## src/rtl/csmv_pkg.sv

```systemverilog
// Shared types and constants for the half-precision sparse matrix-vector unit.
package csmv_pkg;

  localparam int ROWS_DEF = 16;
  localparam int COLS_DEF = 16;
  localparam int WW       = 81;

  typedef enum logic [1:0] {
    OP_LOAD = 2'd0,
    OP_NZ   = 2'd1,
    OP_FIN  = 2'd2,
    OP_NONE = 2'd3
  } op_t;

  typedef struct packed {
    op_t         operation;
    logic [5:0]  row;
    logic [5:0]  column;
    logic [15:0] value;
  } in_t;

  typedef struct packed {
    logic [5:0]  out_row;
    logic [15:0] sum;
    logic        last;
  } out_t;

endpackage

```

## src/rtl/csr_sparse_matvec_fp16.sv

```systemverilog
// Top level: half-precision sparse matrix-vector multiply with one shared multiply-add unit.
//
//   channel | direction | handshake           | payload
//   in      | input     | in_valid / in_ready  | csmv_pkg::in_t  (operation, row, column, value)
//   out     | output    | out_valid / out_ready| csmv_pkg::out_t (out_row, sum, last)
//
// Load and ignored items are taken in S_IDLE. A nonzero steps through multiply, align,
// add, a normalize loop on the 81-bit sum, single then half rounding.
// A finish steps through E_RD, E_LD and E_SEND for each row, one accumulator read per row.
// Reset clears control state and the accumulator valid bits; the vector store is not cleared.
// in_ready is high only while the sequencer is idle; out stalls hold the current row beat.
module csr_sparse_matvec_fp16 #(
  parameter int ROWS = csmv_pkg::ROWS_DEF,
  parameter int COLS = csmv_pkg::COLS_DEF
) (
  input  logic            clk,
  input  logic            rst_n,
  input  logic            in_valid,
  output logic            in_ready,
  input  csmv_pkg::in_t   in_data,
  output logic            out_valid,
  input  logic            out_ready,
  output csmv_pkg::out_t  out_data
);

  localparam int RW = (ROWS > 1) ? $clog2(ROWS) : 1;
  localparam int CW = (COLS > 1) ? $clog2(COLS) : 1;
  localparam int WW = csmv_pkg::WW;

  typedef enum logic [3:0] {
    S_IDLE, S_MUL, S_ALIGN, S_ADD, S_NORM, S_ROUND, S_PACK, E_RD, E_LD, E_SEND
  } state_t;

  state_t state_r;

  logic [15:0] vec_mem [COLS];
  logic [15:0] acc_mem [ROWS];
  logic [ROWS-1:0] acc_ok_r;

  logic [15:0] vq_r, accq_r, val_r;
  logic        accv_r;
  logic [RW-1:0] row_r, cnt_r, rd_addr;

  logic [21:0] pm_r;
  logic [5:0]  psh_r, ash_r;
  logic [10:0] am_r;
  logic        ps_r, as_r, nan_r, inf_r, infs_r, zero_r, sgn_r;
  logic [WW-1:0] pw_r, aw_r, w_r;
  logic [6:0]  sh_r;
  logic [23:0] m24_r;
  logic signed [7:0] e_r;

  logic        out_valid_r;
  csmv_pkg::out_t out_data_r;

  logic acc_wr;
  logic [15:0] acc_wdata;

  // operand decode
  logic [15:0] acc_in;
  logic a_nan, a_inf, a_zero, b_nan, b_inf, b_zero, c_nan, c_inf;
  logic p_nan, p_inf, p_s;
  logic [4:0] ea, eb, ec;

  always_comb begin
    acc_in = accv_r ? accq_r : 16'h0000;
    ea = (val_r[14:10] == 5'd0) ? 5'd1 : val_r[14:10];
    eb = (vq_r[14:10] == 5'd0) ? 5'd1 : vq_r[14:10];
    ec = (acc_in[14:10] == 5'd0) ? 5'd1 : acc_in[14:10];
    a_nan = (val_r[14:10] == 5'h1F) && (val_r[9:0] != 10'd0);
    a_inf = (val_r[14:10] == 5'h1F) && (val_r[9:0] == 10'd0);
    a_zero = (val_r[14:0] == 15'd0);
    b_nan = (vq_r[14:10] == 5'h1F) && (vq_r[9:0] != 10'd0);
    b_inf = (vq_r[14:10] == 5'h1F) && (vq_r[9:0] == 10'd0);
    b_zero = (vq_r[14:0] == 15'd0);
    c_nan = (acc_in[14:10] == 5'h1F) && (acc_in[9:0] != 10'd0);
    c_inf = (acc_in[14:10] == 5'h1F) && (acc_in[9:0] == 10'd0);
    p_s = val_r[15] ^ vq_r[15];
    p_nan = a_nan || b_nan || (a_inf && b_zero) || (b_inf && a_zero);
    p_inf = (a_inf || b_inf) && !p_nan;
  end

  // single rounding
  logic [24:0] m25;
  logic        rup;
  always_comb begin
    rup = w_r[WW-25] && ((|w_r[WW-26:0]) || w_r[WW-24]);
    m25 = {1'b0, w_r[WW-1:WW-24]} + {24'd0, rup};
  end

  // half packing
  logic [15:0] h_res;
  logic        nrm;
  logic signed [7:0] negm1;
  logic [5:0]  s_amt;
  logic [25:0] mq, rem, hlf, msk;
  logic        hrnd;
  logic [14:0] base;
  always_comb begin
    negm1 = -e_r - 8'sd1;
    nrm = (e_r >= -8'sd14);
    if (nrm) begin
      s_amt = 6'd13;
    end else if (negm1 > 8'sd25) begin
      s_amt = 6'd25;
    end else begin
      s_amt = negm1[5:0];
    end
    mq = {2'b00, m24_r} >> s_amt;
    msk = (26'd1 << s_amt) - 26'd1;
    rem = {2'b00, m24_r} & msk;
    hlf = 26'd1 << (s_amt - 6'd1);
    hrnd = (rem > hlf) || ((rem == hlf) && mq[0]);
    base = nrm ? {5'(e_r + 8'sd14), 10'd0} : 15'd0;
    if (nan_r) begin
      h_res = 16'h7E00;
    end else if (inf_r) begin
      h_res = {infs_r, 15'h7C00};
    end else if (zero_r) begin
      h_res = {sgn_r, 15'd0};
    end else if (e_r >= 8'sd16) begin
      h_res = {sgn_r, 15'h7C00};
    end else begin
      h_res = {sgn_r, base + mq[14:0] + {14'd0, hrnd}};
    end
  end

  assign acc_wr = (state_r == S_PACK);
  assign acc_wdata = h_res;
  assign rd_addr = (state_r == S_IDLE) ? in_data.row[RW-1:0] : cnt_r;
  assign in_ready = (state_r == S_IDLE);
  assign out_valid = out_valid_r;
  assign out_data = out_data_r;

  always_ff @(posedge clk) begin
    if (in_valid && in_ready && (in_data.operation == csmv_pkg::OP_LOAD) &&
        ({1'b0, in_data.row} < 7'(COLS))) begin
      vec_mem[in_data.row[CW-1:0]] <= in_data.value;
    end
    vq_r <= vec_mem[in_data.column[CW-1:0]];
  end

  always_ff @(posedge clk) begin
    if (acc_wr) begin
      acc_mem[row_r] <= acc_wdata;
    end
    accq_r <= acc_mem[rd_addr];
  end

  always_ff @(posedge clk) begin
    if (!rst_n) begin
      state_r <= S_IDLE;
      acc_ok_r <= '0;
      accv_r <= 1'b0;
      out_valid_r <= 1'b0;
      cnt_r <= '0;
    end else begin
      accv_r <= acc_ok_r[rd_addr];
      unique case (state_r)
        S_IDLE: begin
          if (in_valid) begin
            val_r <= in_data.value;
            row_r <= in_data.row[RW-1:0];
            cnt_r <= '0;
            if ((in_data.operation == csmv_pkg::OP_NZ) &&
                ({1'b0, in_data.row} < 7'(ROWS)) &&
                ({1'b0, in_data.column} < 7'(COLS))) begin
              state_r <= S_MUL;
            end else if (in_data.operation == csmv_pkg::OP_FIN) begin
              state_r <= E_RD;
            end
          end
        end
        S_MUL: begin
          pm_r <= 22'({val_r[14:10] != 5'd0, val_r[9:0]}) *
                  22'({vq_r[14:10] != 5'd0, vq_r[9:0]});
          psh_r <= 6'(ea) + 6'(eb) - 6'd2;
          am_r <= {acc_in[14:10] != 5'd0, acc_in[9:0]};
          ash_r <= 6'(ec) + 6'd23;
          ps_r <= p_s;
          as_r <= acc_in[15];
          nan_r <= p_nan || c_nan || (p_inf && c_inf && (p_s != acc_in[15]));
          inf_r <= p_inf || c_inf;
          infs_r <= p_inf ? p_s : acc_in[15];
          state_r <= S_ALIGN;
        end
        S_ALIGN: begin
          pw_r <= {{(WW-22){1'b0}}, pm_r} << psh_r;
          aw_r <= {{(WW-11){1'b0}}, am_r} << ash_r;
          state_r <= S_ADD;
        end
        S_ADD: begin
          if (ps_r == as_r) begin
            w_r <= pw_r + aw_r;
            sgn_r <= ps_r;
            zero_r <= (pw_r == '0) && (aw_r == '0);
          end else if (pw_r >= aw_r) begin
            w_r <= pw_r - aw_r;
            sgn_r <= (pw_r == aw_r) ? 1'b0 : ps_r;
            zero_r <= (pw_r == aw_r);
          end else begin
            w_r <= aw_r - pw_r;
            sgn_r <= as_r;
            zero_r <= 1'b0;
          end
          sh_r <= '0;
          state_r <= S_NORM;
        end
        S_NORM: begin
          if (nan_r || inf_r || zero_r) begin
            state_r <= S_PACK;
          end else if (w_r[WW-1:WW-8] == 8'd0) begin
            w_r <= w_r << 8;
            sh_r <= sh_r + 7'd8;
          end else if (!w_r[WW-1]) begin
            w_r <= w_r << 1;
            sh_r <= sh_r + 7'd1;
          end else begin
            state_r <= S_ROUND;
          end
        end
        S_ROUND: begin
          m24_r <= m25[24] ? 24'h800000 : m25[23:0];
          e_r <= 8'sd32 - $signed({1'b0, sh_r}) + $signed({7'd0, m25[24]});
          state_r <= S_PACK;
        end
        S_PACK: begin
          acc_ok_r[row_r] <= 1'b1;
          state_r <= S_IDLE;
        end
        E_RD: begin
          state_r <= E_LD;
        end
        E_LD: begin
          out_data_r.out_row <= 6'(cnt_r);
          out_data_r.sum <= accv_r ? accq_r : 16'h0000;
          out_data_r.last <= (cnt_r == RW'(ROWS - 1));
          out_valid_r <= 1'b1;
          acc_ok_r[cnt_r] <= 1'b0;
          state_r <= E_SEND;
        end
        E_SEND: begin
          if (out_ready) begin
            out_valid_r <= 1'b0;
            if (cnt_r == RW'(ROWS - 1)) begin
              state_r <= S_IDLE;
            end else begin
              cnt_r <= cnt_r + 1'b1;
              state_r <= E_RD;
            end
          end
        end
        default: state_r <= S_IDLE;
      endcase
    end
  end

endmodule
```

## config.mk

```make
export PLATFORM = sky130hd
export DESIGN_NAME = csr_sparse_matvec_fp16
export DESIGN_NICKNAME = d
export VERILOG_FILES = /design/src/rtl/csmv_pkg.sv /design/src/rtl/csr_sparse_matvec_fp16.sv
export SDC_FILE = /design/constraint.sdc
export NUM_CORES = 2
export LEC_CHECK = 0
export BUFFER_PORTS_ARGS = -buffer_cell sky130_fd_sc_hd__buf_2
export CORE_UTILIZATION = 65
export DETAILED_ROUTE_END_ITERATION = 8
export GPL_TIMING_DRIVEN = 0
export PLACE_DENSITY = 0.88
export SLEW_MARGIN = 25
export SYNTH_ARGS = -nofsm -noshare
export SYNTH_HDL_FRONTEND = slang
export SYNTH_SLANG_ARGS = --single-unit
```

## constraint.sdc

```tcl
create_clock -name clk -period 11.1 [get_ports clk]
set_input_delay 1.11 -clock clk [delete_from_list [all_inputs] [get_ports clk]]
set_output_delay 1.11 -clock clk [all_outputs]
set_load 0.03 [all_outputs]
```

==> flow_summary.toml, run 1 <==
[global_route]
antenna_found_initial = 64
grt_max_degree = 57
overflow = 57
track_usage_pct = 76.2

[clocking]
clockBufferDepth = 3
htreeDepth = 3
cts_root_buffer = "clkbuf_16"
cts_resized = 0
cts_buffers = 92
holdBufCountCts = 0
post_cts_buffers = 0
cts_sinks = 938

[yosys]
synth_area_um2 = 59300
syn_inst = 5543
yosysSeqAreaShare_pct = 46.5
yosysWarnings = 0
synth_top_cell_by_area = "edfxtp_1"
avgSynthCellArea_um2 = 10.7
ys.flop_type = "edfxtp_1"
synth_seq_cells = 938
synthArstFlopShare_pct = 0
synth_edf_count = 880
yosysUniqueCellTypes = 91
synth.top_cell.area_share_pct = 44.5
synthTopCellsByArea = "edfxtp_1, ha_1, mux4_2"

[run_status]
error_line = "[ERROR GRT-0232] Routing congestion too high. Check the congestion heatmap in the GUI."
outcome = "stopped before the end"
stop_stage = "global routing"

[floorplan]
start_util_pct = 65.7
fp-row-count = 110
die_y_um = 304
die_w_um = 304
ios = 59

[placement]
portBuffers = 51
place_congestion = 1.15
place_hpwl_um = 193000
==> metal layers <==
| layer | track usage, % | GRT overflow |
|---|---|---|
| met1 | 78.3 | 0 |
| met2 | 90.0 | 21 |
| met3 | 62.7 | 1 |
| met4 | 71.7 | 35 |
| met5 | 38.5 | 0 |
==> logic make-up after synthesis <==
logic type / Yosys count / synth area share (%)
adder cells (fa/ha/maj): 419 / 9.90
XOR/XNOR: 154 / 2.27
AO/OA/AOI/OAI: 1351 / 14.4
other: 2 / 0.0127
AND/OR/NAND/NOR: 1672 / 13.9
multiplexers: 306 / 8.51
buffers and inverters: 701 / 4.51
flip-flops: 938 / 46.5
==> cells in the mapped netlist (112+ instances only) <==
cell type and number:
a21oi_1 461, and2_1 149, clkbuf_1 247, edfxtp_1 880
ha_1 335, inv_1 392, mux2i_1 122, mux4_2 156
nand2_1 401, nor2_1 447, o21ai_0 227, xnor2_1 112
==> through the flow <==
step	cell area [µm²]	hold slack (ns)	worst slack (ns)	cells
floorplan	59400	0.406	2.37	5560
global placement	61100	0.427	-0.519	6787
detailed placement	62000	0.429	4.07	6839
CTS	65300	0.474	3.60	7012
==> run 2, diff against run 1 <==
--- a/config.mk
+++ b/config.mk
@@ -6,10 +6,10 @@
 export NUM_CORES = 2
 export LEC_CHECK = 0
 export BUFFER_PORTS_ARGS = -buffer_cell sky130_fd_sc_hd__buf_2
-export CORE_UTILIZATION = 65
+export CORE_UTILIZATION = 40
 export DETAILED_ROUTE_END_ITERATION = 8
 export GPL_TIMING_DRIVEN = 0
-export PLACE_DENSITY = 0.88
+export PLACE_DENSITY_LB_ADDON = 0.15
 export SLEW_MARGIN = 25
 export SYNTH_ARGS = -nofsm -noshare
 export SYNTH_HDL_FRONTEND = slang
==> run 2 against run 1 <==
The flow now finishes without violations. Synthesized cell count did not move. Synthesized area did not move.
==> flow_summary.toml, run 2 <==
[run_status]
outcome = "finished clean"

[sta]
fin_crit_sh_pct = 70.3
tightest_slew_ns = 1.20
relSlewSlack_pct = 20.2
hold_viol = 0
rsz0062_at_grt = "false"
drv_slew = 0
max_freq_mhz = 128
setup_violations = 0
setup_tns_ns = 0
finClkSkew_ns = 0.0669
fin_crit_ns = 7.80
fin_hold_ws_ns = 0.443

[clocking]
cts_resized = 0
holdBufCountCts = 0
cts_tree = "built"
post_cts_buffers = 0
cts_buffers = 100
clock_latency_ns = 0.73
clockBufferDepth = 3
cts_sinks = 938
cts_root_buffer = "clkbuf_16"
htreeDepth = 3
clkTransAtPathRegs_ns = 0.06

[worst_setup_path]
end_kind = "flop"
worst-setup-path-type = "reg -> reg"
r2r_slack_ns = 3.30
worstPathRequired_ns = 11.55
crit_path_start_kind = "flop"
worstPathMaxFanout = 10
arrival_ns = 8.25

[final_layout]
fin_nets = 6209
layout_commonest_cell = "edfxtp_1"
syn_to_final_growth_pct = 12.1
layout_common_cells = "edfxtp_1, a21oi_1, nor2_1, nand2_1, inv_1"
num-fill-cells = 13800
stdcell_area_um2 = 66500
drive_gt1_share_pct = 10.1

[yosys]
synth_area_um2 = 59300
yosysSeqAreaShare_pct = 46.5
avgSynthCellArea_um2 = 10.7
synthTopCellsByArea = "edfxtp_1, ha_1, mux4_2"
synth.top_cell.area_share_pct = 44.5
syn_inst = 5543
synthArstFlopShare_pct = 0
synth_edf_count = 880
synthTopCellsByCount = "edfxtp_1, a21oi_1, nor2_1, nand2_1, inv_1"
synth_seq_cells = 938
yosysWarnings = 0
synth.most_common_cell = "edfxtp_1"
ys.flop_type = "edfxtp_1"
synth_top_cell_by_area = "edfxtp_1"
yosysUniqueCellTypes = 91

[placement]
place_hpwl_um = 180000
place_congestion = 1.08
portBuffers = 51
place_area_um2 = 62900

[routing]
viasPerCell = 6.11
drt-total-wl_um = 227000
vias = 47400
wire_per_inst_um = 29.2
antenna_left = 0
first_iter_violations = 5257
drc = 0
drtPass1Iterations = 6

[power]
p_leak_nw = 24.3
fin_total_pwr_mw = 15.4
p_per_area_nw_per_um2 = 231
worst_ir_drop_vdd_mv = 0.172

[floorplan]
ios = 59
die_w_um = 387
core_area_um2 = 146000
fp-row-count = 140
start_util_pct = 40.5
dieArea_um2 = 150000
die_y_um = 387

[global_route]
track_usage_pct = 29.6
overflow = 0
antenna_found_initial = 6
grt_max_degree = 54
grt_pass1_vias = 45500
grt_pass1_wl_um = 324000

[hold_path]
min_path_type = "reg -> reg"

[flow_run]
maxCapViolations = 0
==> run 2: metal layers <==
layer	global-route usage, %	up-vias	routed length [µm]
met2	45.4	2240	99700
met4	17.4	2	15600
met5	0	-	13
met1	40.0	23600	94900
met3	4.06	476	16400
li1	-	21100	-
==> run 2: layout make-up <==
| type | count | area [µm²] | share of cell area [%] |
|---|---|---|---|
| clock buffers | 113 | 2560 | 3.85 |
| diodes | 1 | 2.50 | 0.00376 |
| inverters | 397 | 1490 | 2.24 |
| plain buffers | 304 | 1210 | 1.82 |
| clock inverters | 75 | 987 | 1.48 |
| well taps | 1917 | 2400 | 3.61 |
| multi-input cells | 3921 | 29500 | 44.3 |
| flip-flops and latches | 938 | 27600 | 41.5 |
| repair buffers | 94 | 821 | 1.23 |
==> run 2: power by group <==
| group | total, mW | switching (mW) | internal [mW] | leakage (nW) |
|---|---|---|---|---|
| combinational | 7.10 | 4.53 | 2.57 | 14.1 |
| sequential | 4.69 | 0.292 | 4.40 | 8.48 |
| clock | 3.59 | 1.46 | 2.12 | 1.74 |
==> run 2: worst max-delay path: stages, from the launching register on <==
cell       delay, ns
edfxtp_1        0.61
ha_1            0.38
clkbuf_1        0.26
nand4_1         0.36
nor4_1          0.93
and2_1          0.25
o21ai_0         0.14
o221ai_1        0.82
o2111ai_2       0.74
nand2_1         0.47
buf_2           0.41
buf_2           0.62
buf_2           0.59
nand2_1         0.10
o211ai_1        0.11
nand3_1         0.19
xnor2_1         0.42
mux2i_1         0.12
==> run 2: final timing paths <==
kind | startpoint | endpoint | cells past startpoint
worst max-delay path | aw_r[24] | w_r[34] | 17
worst min-delay path | cnt_r[2] | out_data[19] | 0
worst max register to register | aw_r[24] | w_r[34] | 17
worst min register to register | cnt_r[2] | out_data[19] | 0
==> run 2: cells by family after synthesis <==
group / Yosys count / share of synthesized area [%]
multiplexers: 306 / 8.51
AO/OA/AOI/OAI: 1351 / 14.4
buffers and inverters: 701 / 4.51
XOR/XNOR: 154 / 2.27
adder cells (fa/ha/maj): 419 / 9.90
flip-flops: 938 / 46.5
other: 2 / 0.0127
AND/OR/NAND/NOR: 1672 / 13.9
==> run 2: stage by stage <==
step / util [%] / std cells / setup slack [ns]
floorplan: - / 5560 / 2.37
global placement: 42.4 / 7528 / -1.52
detailed placement: 43.0 / 7571 / 3.67
CTS: 45.4 / 7759 / 3.71
global route: 45.4 / 7759 / 3.44
finish: 45.4 / 7760 / 3.30
Power figures use the tool's default switching activity.
